[config.mk]
export PLATFORM = sky130hd
export DESIGN_NAME = sorted_multiset_union_intersect_diff_unit
export DESIGN_NICKNAME = d
export VERILOG_FILES = /design/src/design/smud_pkg.sv /design/src/design/smud_ram.sv /design/src/design/smud_cmp.sv /design/src/design/sorted_multiset_union_intersect_diff_unit.sv
export SDC_FILE = /design/constraint.sdc
export NUM_CORES = 2
export LEC_CHECK = 0
export BUFFER_PORTS_ARGS = -buffer_cell sky130_fd_sc_hd__buf_2
export CORE_MARGIN = 5
export CORE_UTILIZATION = 35
export DETAILED_ROUTE_END_ITERATION = 8
export RECOVER_POWER = 25
export SETUP_SLACK_MARGIN = 0.15
export SYNTH_ARGS = -nofsm -noshare
export SYNTH_HDL_FRONTEND = slang
export SYNTH_SLANG_ARGS = --single-unit
[constraint.sdc]
create_clock -name i_clk -period 7.3 [get_ports i_clk]
set_clock_uncertainty 0.1 [all_clocks]
set_input_delay 1.095 -clock i_clk [delete_from_list [all_inputs] [get_ports i_clk]]
set_output_delay 1.095 -clock i_clk [all_outputs]
set_load 0.005 [all_outputs]
[src/design/smud_pkg.sv]
package smud_pkg;

    // Data path width and default store depth
    localparam int ELEM_W        = 32;
    localparam int SET_DEPTH_DEF = 32;

    // Input kind codes
    localparam logic [1:0] KIND_LOAD_A = 2'd0;
    localparam logic [1:0] KIND_LOAD_B = 2'd1;
    localparam logic [1:0] KIND_RUN    = 2'd2;

    // Set operation codes
    localparam logic [1:0] OP_UNION = 2'd0;
    localparam logic [1:0] OP_INTER = 2'd1;
    localparam logic [1:0] OP_DIFF  = 2'd2;
    localparam logic [1:0] OP_NONE  = 2'd3;

    // Sequencer states
    typedef enum logic [2:0] {
        ST_IDLE,
        ST_INS_READ,
        ST_INS_CMP,
        ST_INS_PUT,
        ST_RUN_FETCH,
        ST_RUN_STEP,
        ST_RUN_END
    } t_state;

    // Result of the shared signed comparator
    typedef struct packed {
        logic lt;
        logic gt;
    } t_cmp_res;

endpackage

[src/design/smud_ram.sv]
module smud_ram #(
    parameter int WIDTH = 32,
    parameter int DEPTH = 32
) (
    input  logic                     i_clk,
    input  logic                     i_we,
    input  logic [$clog2(DEPTH)-1:0] i_waddr,
    input  logic [WIDTH-1:0]         i_wdata,
    input  logic [$clog2(DEPTH)-1:0] i_raddr,
    output logic [WIDTH-1:0]         o_rdata
);

    logic [WIDTH-1:0] r_mem [DEPTH];
    logic [WIDTH-1:0] r_rdata;

    // Write port and registered read port
    always_ff @(posedge i_clk) begin
        if (i_we) begin
            r_mem[i_waddr] <= i_wdata;
        end
        r_rdata <= r_mem[i_raddr];
    end

    assign o_rdata = r_rdata;

endmodule

[src/design/smud_cmp.sv]
module smud_cmp (
    input  logic [smud_pkg::ELEM_W-1:0] i_lhs,
    input  logic [smud_pkg::ELEM_W-1:0] i_rhs,
    output smud_pkg::t_cmp_res          o_res
);

    import smud_pkg::*;

    // Two's-complement ordering of the two operands
    always_comb begin
        o_res.lt = $signed(i_lhs) < $signed(i_rhs);
        o_res.gt = $signed(i_lhs) > $signed(i_rhs);
    end

endmodule

[src/design/sorted_multiset_union_intersect_diff_unit.sv]
// Sorted multiset union / intersection / difference unit. Load transactions (kind 0 into
// set A, kind 1 into set B) keep each set sorted ascending by insertion; a load into a full
// set is dropped and sets the overflow flag, which overflow_seen shows on the next run's
// results. A run transaction (kind 2) merges both sets under the set_operation register
// (0 union, 1 intersection, 2 A minus B, 3 gives an empty result) and sends the result
// ascending, one value per output transaction, final_item marking the last one; an empty
// result is a single transaction with has_value low. Both sets and the overflow flag are
// cleared at the end of a run. An insertion shifts each larger stored value up one slot;
// a run takes at most count_a + count_b merge steps and also holds while the output is
// stalled. Both are paced by the single registered read port of each set RAM and the one
// shared comparator, and the input is stalled until they finish.
module sorted_multiset_union_intersect_diff_unit #(
    parameter int SET_DEPTH = smud_pkg::SET_DEPTH_DEF
) (
    input  logic                        i_clk,
    input  logic                        i_rst_n,
    input  logic                        i_in_valid,
    output logic                        o_in_stall,
    input  logic [1:0]                  i_kind,
    input  logic [smud_pkg::ELEM_W-1:0] i_element,
    output logic                        o_out_valid,
    input  logic                        i_out_stall,
    output logic [smud_pkg::ELEM_W-1:0] o_result_value,
    output logic                        o_has_value,
    output logic                        o_final_item,
    output logic                        o_overflow_seen,
    input  logic                        i_cfg_wr_en,
    input  logic [1:0]                  i_cfg_wr_data
);

    import smud_pkg::*;

    localparam int IW = $clog2(SET_DEPTH);
    localparam int CW = $clog2(SET_DEPTH + 1);

    // Control registers
    t_state          r_state, n_state;
    logic [CW-1:0]   r_cnt_a, n_cnt_a;
    logic [CW-1:0]   r_cnt_b, n_cnt_b;
    logic            r_drop, n_drop;
    logic [1:0]      r_op;
    logic            r_pend_valid, n_pend_valid;
    logic            r_out_valid, n_out_valid;

    // Payload registers
    logic              r_sel, n_sel;
    logic [ELEM_W-1:0] r_elem, n_elem;
    logic [IW-1:0]     r_pos, n_pos;
    logic [CW-1:0]     r_i, n_i;
    logic [CW-1:0]     r_j, n_j;
    logic [ELEM_W-1:0] r_pend_value, n_pend_value;
    logic [ELEM_W-1:0] r_out_value, n_out_value;
    logic              r_out_has, n_out_has;
    logic              r_out_final, n_out_final;
    logic              r_out_ovf, n_out_ovf;

    // RAM ports
    logic              we_a, we_b;
    logic [IW-1:0]     waddr;
    logic [ELEM_W-1:0] wdata;
    logic [IW-1:0]     raddr_a, raddr_b;
    logic [ELEM_W-1:0] rdata_a, rdata_b;

    // Shared comparator
    logic [ELEM_W-1:0] cmp_lhs, cmp_rhs;
    t_cmp_res          cmp_res;

    // Merge decode
    logic          run_mode;
    logic [IW-1:0] pos_m1;
    logic [CW-1:0] load_cnt;
    logic          a_more, b_more, take_a, take_b, emit, out_free;

    smud_ram #(.WIDTH(ELEM_W), .DEPTH(SET_DEPTH)) u_ram_a (
        .i_clk   (i_clk),
        .i_we    (we_a),
        .i_waddr (waddr),
        .i_wdata (wdata),
        .i_raddr (raddr_a),
        .o_rdata (rdata_a)
    );

    smud_ram #(.WIDTH(ELEM_W), .DEPTH(SET_DEPTH)) u_ram_b (
        .i_clk   (i_clk),
        .i_we    (we_b),
        .i_waddr (waddr),
        .i_wdata (wdata),
        .i_raddr (raddr_b),
        .o_rdata (rdata_b)
    );

    smud_cmp u_cmp (
        .i_lhs (cmp_lhs),
        .i_rhs (cmp_rhs),
        .o_res (cmp_res)
    );

    // Read addresses: merge indices during a run, insertion scan otherwise
    assign run_mode = (r_state == ST_RUN_FETCH) || (r_state == ST_RUN_STEP);
    assign pos_m1   = r_pos - IW'(1);
    assign raddr_a  = run_mode ? r_i[IW-1:0] : pos_m1;
    assign raddr_b  = run_mode ? r_j[IW-1:0] : pos_m1;

    // Comparator operands: A against B in a run, stored value against new value on insert
    assign cmp_lhs = (run_mode || !r_sel) ? rdata_a : rdata_b;
    assign cmp_rhs = run_mode ? rdata_b : r_elem;

    // Merge step decision
    assign a_more   = r_i < r_cnt_a;
    assign b_more   = r_j < r_cnt_b;
    assign take_a   = !b_more || (a_more && cmp_res.lt);
    assign take_b   = !take_a && (!a_more || cmp_res.gt);
    assign out_free = !r_out_valid || !i_out_stall;
    assign load_cnt = (i_kind == KIND_LOAD_B) ? r_cnt_b : r_cnt_a;

    always_comb begin
        priority if (take_a) begin
            emit = (r_op == OP_UNION) || (r_op == OP_DIFF);
        end else if (take_b) begin
            emit = (r_op == OP_UNION);
        end else begin
            emit = (r_op == OP_UNION) || (r_op == OP_INTER);
        end
    end

    // Sequencer: next state, RAM writes and output register
    always_comb begin
        n_state      = r_state;
        n_cnt_a      = r_cnt_a;
        n_cnt_b      = r_cnt_b;
        n_drop       = r_drop;
        n_pend_valid = r_pend_valid;
        n_sel        = r_sel;
        n_elem       = r_elem;
        n_pos        = r_pos;
        n_i          = r_i;
        n_j          = r_j;
        n_pend_value = r_pend_value;
        n_out_valid  = r_out_valid && i_out_stall;
        n_out_value  = r_out_value;
        n_out_has    = r_out_has;
        n_out_final  = r_out_final;
        n_out_ovf    = r_out_ovf;
        we_a         = 1'b0;
        we_b         = 1'b0;
        waddr        = r_pos;
        wdata        = r_elem;

        unique case (r_state)
            ST_IDLE: begin
                if (i_in_valid) begin
                    priority if (i_kind == KIND_LOAD_A || i_kind == KIND_LOAD_B) begin
                        if (load_cnt == CW'(SET_DEPTH)) begin
                            n_drop = 1'b1;
                        end else begin
                            if (i_kind == KIND_LOAD_B) begin
                                n_cnt_b = r_cnt_b + CW'(1);
                            end else begin
                                n_cnt_a = r_cnt_a + CW'(1);
                            end
                            if (load_cnt == '0) begin
                                // first value: store directly at the head
                                we_a  = (i_kind == KIND_LOAD_A);
                                we_b  = (i_kind == KIND_LOAD_B);
                                waddr = '0;
                                wdata = i_element;
                            end else begin
                                n_sel   = (i_kind == KIND_LOAD_B);
                                n_elem  = i_element;
                                n_pos   = load_cnt[IW-1:0];
                                n_state = ST_INS_READ;
                            end
                        end
                    end else if (i_kind == KIND_RUN) begin
                        n_i          = '0;
                        n_j          = '0;
                        n_pend_valid = 1'b0;
                        n_state      = ST_RUN_FETCH;
                    end else begin
                        n_state = ST_IDLE;
                    end
                end
            end

            ST_INS_READ: begin
                n_state = ST_INS_CMP;
            end

            ST_INS_CMP: begin
                we_a  = !r_sel;
                we_b  = r_sel;
                waddr = r_pos;
                if (cmp_res.gt) begin
                    // shift the larger value up one slot and keep scanning, or put the new value at the head
                    wdata = cmp_lhs;
                    n_pos = pos_m1;
                    n_state = (r_pos == IW'(1)) ? ST_INS_PUT : ST_INS_READ;
                end else begin
                    wdata   = r_elem;
                    n_state = ST_IDLE;
                end
            end

            ST_INS_PUT: begin
                we_a    = !r_sel;
                we_b    = r_sel;
                waddr   = '0;
                wdata   = r_elem;
                n_state = ST_IDLE;
            end

            ST_RUN_FETCH: begin
                if ((a_more || b_more) && r_op != OP_NONE) begin
                    n_state = ST_RUN_STEP;
                end else begin
                    n_state = ST_RUN_END;
                end
            end

            ST_RUN_STEP: begin
                // hold while a pending value cannot be handed to the output register
                if (!(emit && r_pend_valid && !out_free)) begin
                    if (emit) begin
                        if (r_pend_valid) begin
                            n_out_valid = 1'b1;
                            n_out_value = r_pend_value;
                            n_out_has   = 1'b1;
                            n_out_final = 1'b0;
                            n_out_ovf   = r_drop;
                        end
                        n_pend_valid = 1'b1;
                        n_pend_value = take_b ? rdata_b : rdata_a;
                    end
                    if (!take_b) begin
                        n_i = r_i + CW'(1);
                    end
                    if (!take_a) begin
                        n_j = r_j + CW'(1);
                    end
                    n_state = ST_RUN_FETCH;
                end
            end

            ST_RUN_END: begin
                if (out_free) begin
                    // last transaction of the run, or the empty marker
                    n_out_valid  = 1'b1;
                    n_out_value  = r_pend_valid ? r_pend_value : '0;
                    n_out_has    = r_pend_valid;
                    n_out_final  = 1'b1;
                    n_out_ovf    = r_drop;
                    n_pend_valid = 1'b0;
                    n_cnt_a      = '0;
                    n_cnt_b      = '0;
                    n_drop       = 1'b0;
                    n_state      = ST_IDLE;
                end
            end

            default: begin
                n_state = ST_IDLE;
            end
        endcase
    end

    // Control state
    always_ff @(posedge i_clk) begin
        if (!i_rst_n) begin
            r_state      <= ST_IDLE;
            r_cnt_a      <= '0;
            r_cnt_b      <= '0;
            r_drop       <= 1'b0;
            r_op         <= OP_UNION;
            r_pend_valid <= 1'b0;
            r_out_valid  <= 1'b0;
        end else begin
            r_state      <= n_state;
            r_cnt_a      <= n_cnt_a;
            r_cnt_b      <= n_cnt_b;
            r_drop       <= n_drop;
            r_pend_valid <= n_pend_valid;
            r_out_valid  <= n_out_valid;
            if (i_cfg_wr_en) begin
                r_op <= i_cfg_wr_data;
            end
        end
    end

    // Payload
    always_ff @(posedge i_clk) begin
        r_sel        <= n_sel;
        r_elem       <= n_elem;
        r_pos        <= n_pos;
        r_i          <= n_i;
        r_j          <= n_j;
        r_pend_value <= n_pend_value;
        r_out_value  <= n_out_value;
        r_out_has    <= n_out_has;
        r_out_final  <= n_out_final;
        r_out_ovf    <= n_out_ovf;
    end

    assign o_in_stall      = (r_state != ST_IDLE);
    assign o_out_valid     = r_out_valid;
    assign o_result_value  = r_out_value;
    assign o_has_value     = r_out_has;
    assign o_final_item    = r_out_final;
    assign o_overflow_seen = r_out_ovf;

endmodule

==> results.md <==
- Syn-to-layout area delta: 14.3%
- Final-report max-slew violation count: 626
- Max incr delay on CP: 1.05 ns
- Clock network power share: 34.5%
- Setup_tns: 0 ns
- Syn Nets: 4,239
- Switching pwr: 8480 uW
- Worst R2R Start: r_state[2]$_SDFFE_PN0P_
- Sw Share: a little over a quarter
- Drt drc: 0
- Largest cells by area after synthesis: edfxtp_1 73%, mux4_2 13%, mux2i_1 4.7%
- Worst hold path type: reg2reg
- Worst slew pin tran: a little over 3 ns
- Crit path time final: 6.50 ns
- Sequential cell area: approximately 67,000 sq um
- Number of antenna-violating nets in the routed design: 0
- Synth Register Bits: 2,249
- Die width: 514 um
- Combinational share of power: 17.8%
- Crit path from: r_state[2]$_SDFFE_PN0P_
- Clock root cell: clkbuf_16
- Critical setup path kind: reg2reg
- TritonCTS clock tree: built
- Tcrit/Tclk final: between 80 and 90%
- Final setup vio count: 0
- Synth unique cells: 76
- Static Leak: 0.0327 uW
- Worst-path maximum fanout: 33
- Post-synth EDFFs: 2,165
- Sequential power share: 47.7%
- # hold bufs at CTS: 0
- Worst setup SP type: flop
- GRT Util Overall: between 10% and 20%
- Die ar.: between 200,000 and 300,000 sq um
- Cell family with most CP delay: simple AND/OR/NAND/NOR gates
- Final Routed Wirelength: approximately 220 mm
- Failing checks: max-capacitance violations, max-slew violations
- Highest Clock Rate: 0.154 GHz
- Hpwl dp: 134 mm
- First-pass GRT wire length: 319 mm
- Number of setup buffers added after CTS: 0
- WL per Instance: 27.8 um
- Placed Cells incl. Taps: about 7,500
- Pwr per Cell Area: 314 nW/um^2
- Clock tree buffer depth: 3
- 1st-pass router iterations: 7
- Power Total: 32,000 uW
- Die Span Y: 514 um
- Leading cell type in the layout, fill and taps excluded: edfxtp_1
- Port buffer count: just under 80
- Layout cell share with drive strength beyond 1: between 20 and 30%
- Vias per cell: 5.34
- Most frequent cells in the layout: 2,165 x edfxtp_1, 512 x mux4_2, 420 x mux2i_1
- I/O pin cnt: 78
- Critical path buffer and inverter count: 3
- Vias in the first global route: 43,200
- Max-cap violation count: 27
- Largest net degree at the start of global routing: 107
- Core area: 254,000 sq um
- Antenna violations before repair: 13
- Critical Path RT: 7.81 ns
- Critical path, cell by cell: nand2b_4 > nand2_1 > mux2_2 > ha_1 > nand4_2 > nor3_1 > a221o_1 > nor3_1 > o31ai_4 > buf_4 > nor2_4 > buf_4 > o2bb2ai_4 > buf_4
- Post-synth top area share: 73.0%
- CP most frequent cell: buf_4
- Fillers: 22,400
- Multi-input logic area: 22,000 sq um
- Status: finished with violations
- Clock Pin Slew Worst Setup and Hold Paths: ~0.07 ns
- Mapped cell area: 89,000 sq um
- Via count: about 43,000
- CTS buffer count: 222
- Syn_area_per_cell: around 21 sq um
- Post-CTS Resized: 0
- Post-synthesis sequential area ratio: between 70% and 80%
- Worst setup EP type: flop
- Mapped Cells: 4,150
- # rows: 185
- Leading area contributor after synthesis: edfxtp_1
- Peak VDD IR: 286 uV
- Pint: 23,500 uW
- Sink Count: approximately 2,200
- Synth async-reset ratio: 0%
- Layout Nets: ~4,500
- Rel. slew slack: -101%
- Fin. Hold Viols: 0
- Starting DRT DRC Count: 4,244
- Worst Hold Launch: r_drop$_SDFFE_PN0P_
- Highest-delay cell along the critical path: nand2_1
- Most used DFF post-synth: edfxtp_1
- Initial Util: 35.1%
- Htree depth: 4
- RSZ-0062 raised after global routing: no
- CP arrival: 7.01 ns
- GP Congestion: around 0.86
- Clk_lat worst skew: about 0.86 ns
- Cell Count, Final, Fillers Out: 7,960
- GRT overflow: 0
- Yosys warnings: 0
- Util after Layout: between 40% and 50%
cell usage after synthesis, drive strengths merged (2+ instances only):
| library cell | n |
|---|---|
| and3 | 12 |
| nand4b | 3 |
| buf | 165 |
| a21o | 6 |
| edfxtp | 2165 |
| a22oi | 2 |
| ha | 48 |
| clkbuf | 47 |
| a21oi | 91 |
| mux2 | 127 |
| nand4 | 17 |
| nor2 | 119 |
| dfxtp | 84 |
| a2111oi | 3 |
| o2bb2ai | 32 |
| xnor2 | 10 |
| o21a | 5 |
| o31ai | 3 |
| inv | 54 |
| o211ai | 3 |
| o21ai | 20 |
| nor3 | 8 |
| o22ai | 3 |
| mux2i | 420 |
| nor4 | 5 |
| nand2b | 6 |
| and2 | 2 |
| nor2b | 40 |
| a31oi | 4 |
| a221oi | 4 |
| o311a | 2 |
| xor2 | 7 |
| nand3 | 17 |
| or4b | 2 |
| a211oi | 36 |
| nand2 | 48 |
| o2111ai | 2 |
| mux4 | 512 |
flip-flops by register name, indices dropped and copies added, names as in the netlist, 2 cells and up:
name,count
r_j,6
r_state,3
u_ram_a.r_mem,1024
r_op,2
r_pos,5
r_i,6
r_elem,32
r_pend_value,32
r_cnt_a,6
o_result_value,32
u_ram_b.o_rdata,32
r_cnt_b,6
u_ram_b.r_mem,1024
u_ram_a.o_rdata,32
worst register-to-register path, cell delays in order, from the launching register on:
cell,delay (ns)
dfxtp_1,0.58
nand2b_4,0.08
nand2_1,1.05
mux2_2,0.51
ha_1,0.45
nand4_2,0.22
nor3_1,0.10
a221o_1,0.36
nor3_1,0.80
o31ai_4,0.18
buf_4,0.26
nor2_4,0.20
buf_4,0.45
o2bb2ai_4,0.44
buf_4,0.45
per-layer routing:
metal	routed length, um	vias to the layer above	track usage (%)	share of wire [%]
met5	23	-	0	0.010
met4	5000	4	4.23	2.3
met3	12300	281	2.60	5.5
met2	109000	1428	27.2	49
met1	95500	23000	23.1	43
li1	-	17800	-	-
power by group through the flow:
stage / registers, uW / clock network, uW / logic [uW]
after floorplan: 15400 / 0 / 3840
after global placement: 15500 / 0 / 5720
after detailed placement: 15500 / 0 / 5780
after CTS: 15200 / 11200 / 5790
after global routing: 15300 / 11800 / 6050
final: 15300 / 11000 / 5680
worst paths after layout:
kind / endpoint / slack, ns / depth (start not counted)
max: u_ram_b.r_mem[31][2]$_DFFE_PP_ / 0.80 / 14
min: o_overflow_seen$_DFFE_PP_ / 0.35 / 0
max reg2reg: u_ram_b.r_mem[31][2]$_DFFE_PP_ / 0.80 / 14
min reg2reg: o_overflow_seen$_DFFE_PP_ / 0.35 / 0
through the flow:
stage	hold slack [ns]	cell area [sq um]	setup slack, ns
CTS	0.294	102000	1.42
global placement	0.326	95200	1.50
detailed placement	0.328	95200	1.39
global route	0.369	102000	0.602
floorplan	0.309	89000	0.315
finish	0.347	102000	0.803
kinds of logic (layout without fill, tap and decap cells):
family                   after synthesis  count (layout)  synth area share (%)
flip-flops                          2249            2249                  74.9
multiplexers                        1059            1059                  19.4
AND/OR/NAND/NOR                      283             283                  1.58
buffers and inverters                267             707                  1.50
AO/OA/AOI/OAI                        227             227                  1.77
adder cells (fa/ha/maj)               48              48                 0.675
XOR/XNOR                              17              17                 0.167
other                                  0               4                     0
cell type report:
type                    instances  area share [%]
multi-input cells            1634            21.6
flip-flops and latches       2249            65.5
inverters                      55           0.203
clock inverters               118            1.01
diodes                          4         0.00983
well taps                    3366            4.14
clock buffers                 294            5.89
repair buffers                240            1.60
Power figures use the tool's default switching activity.
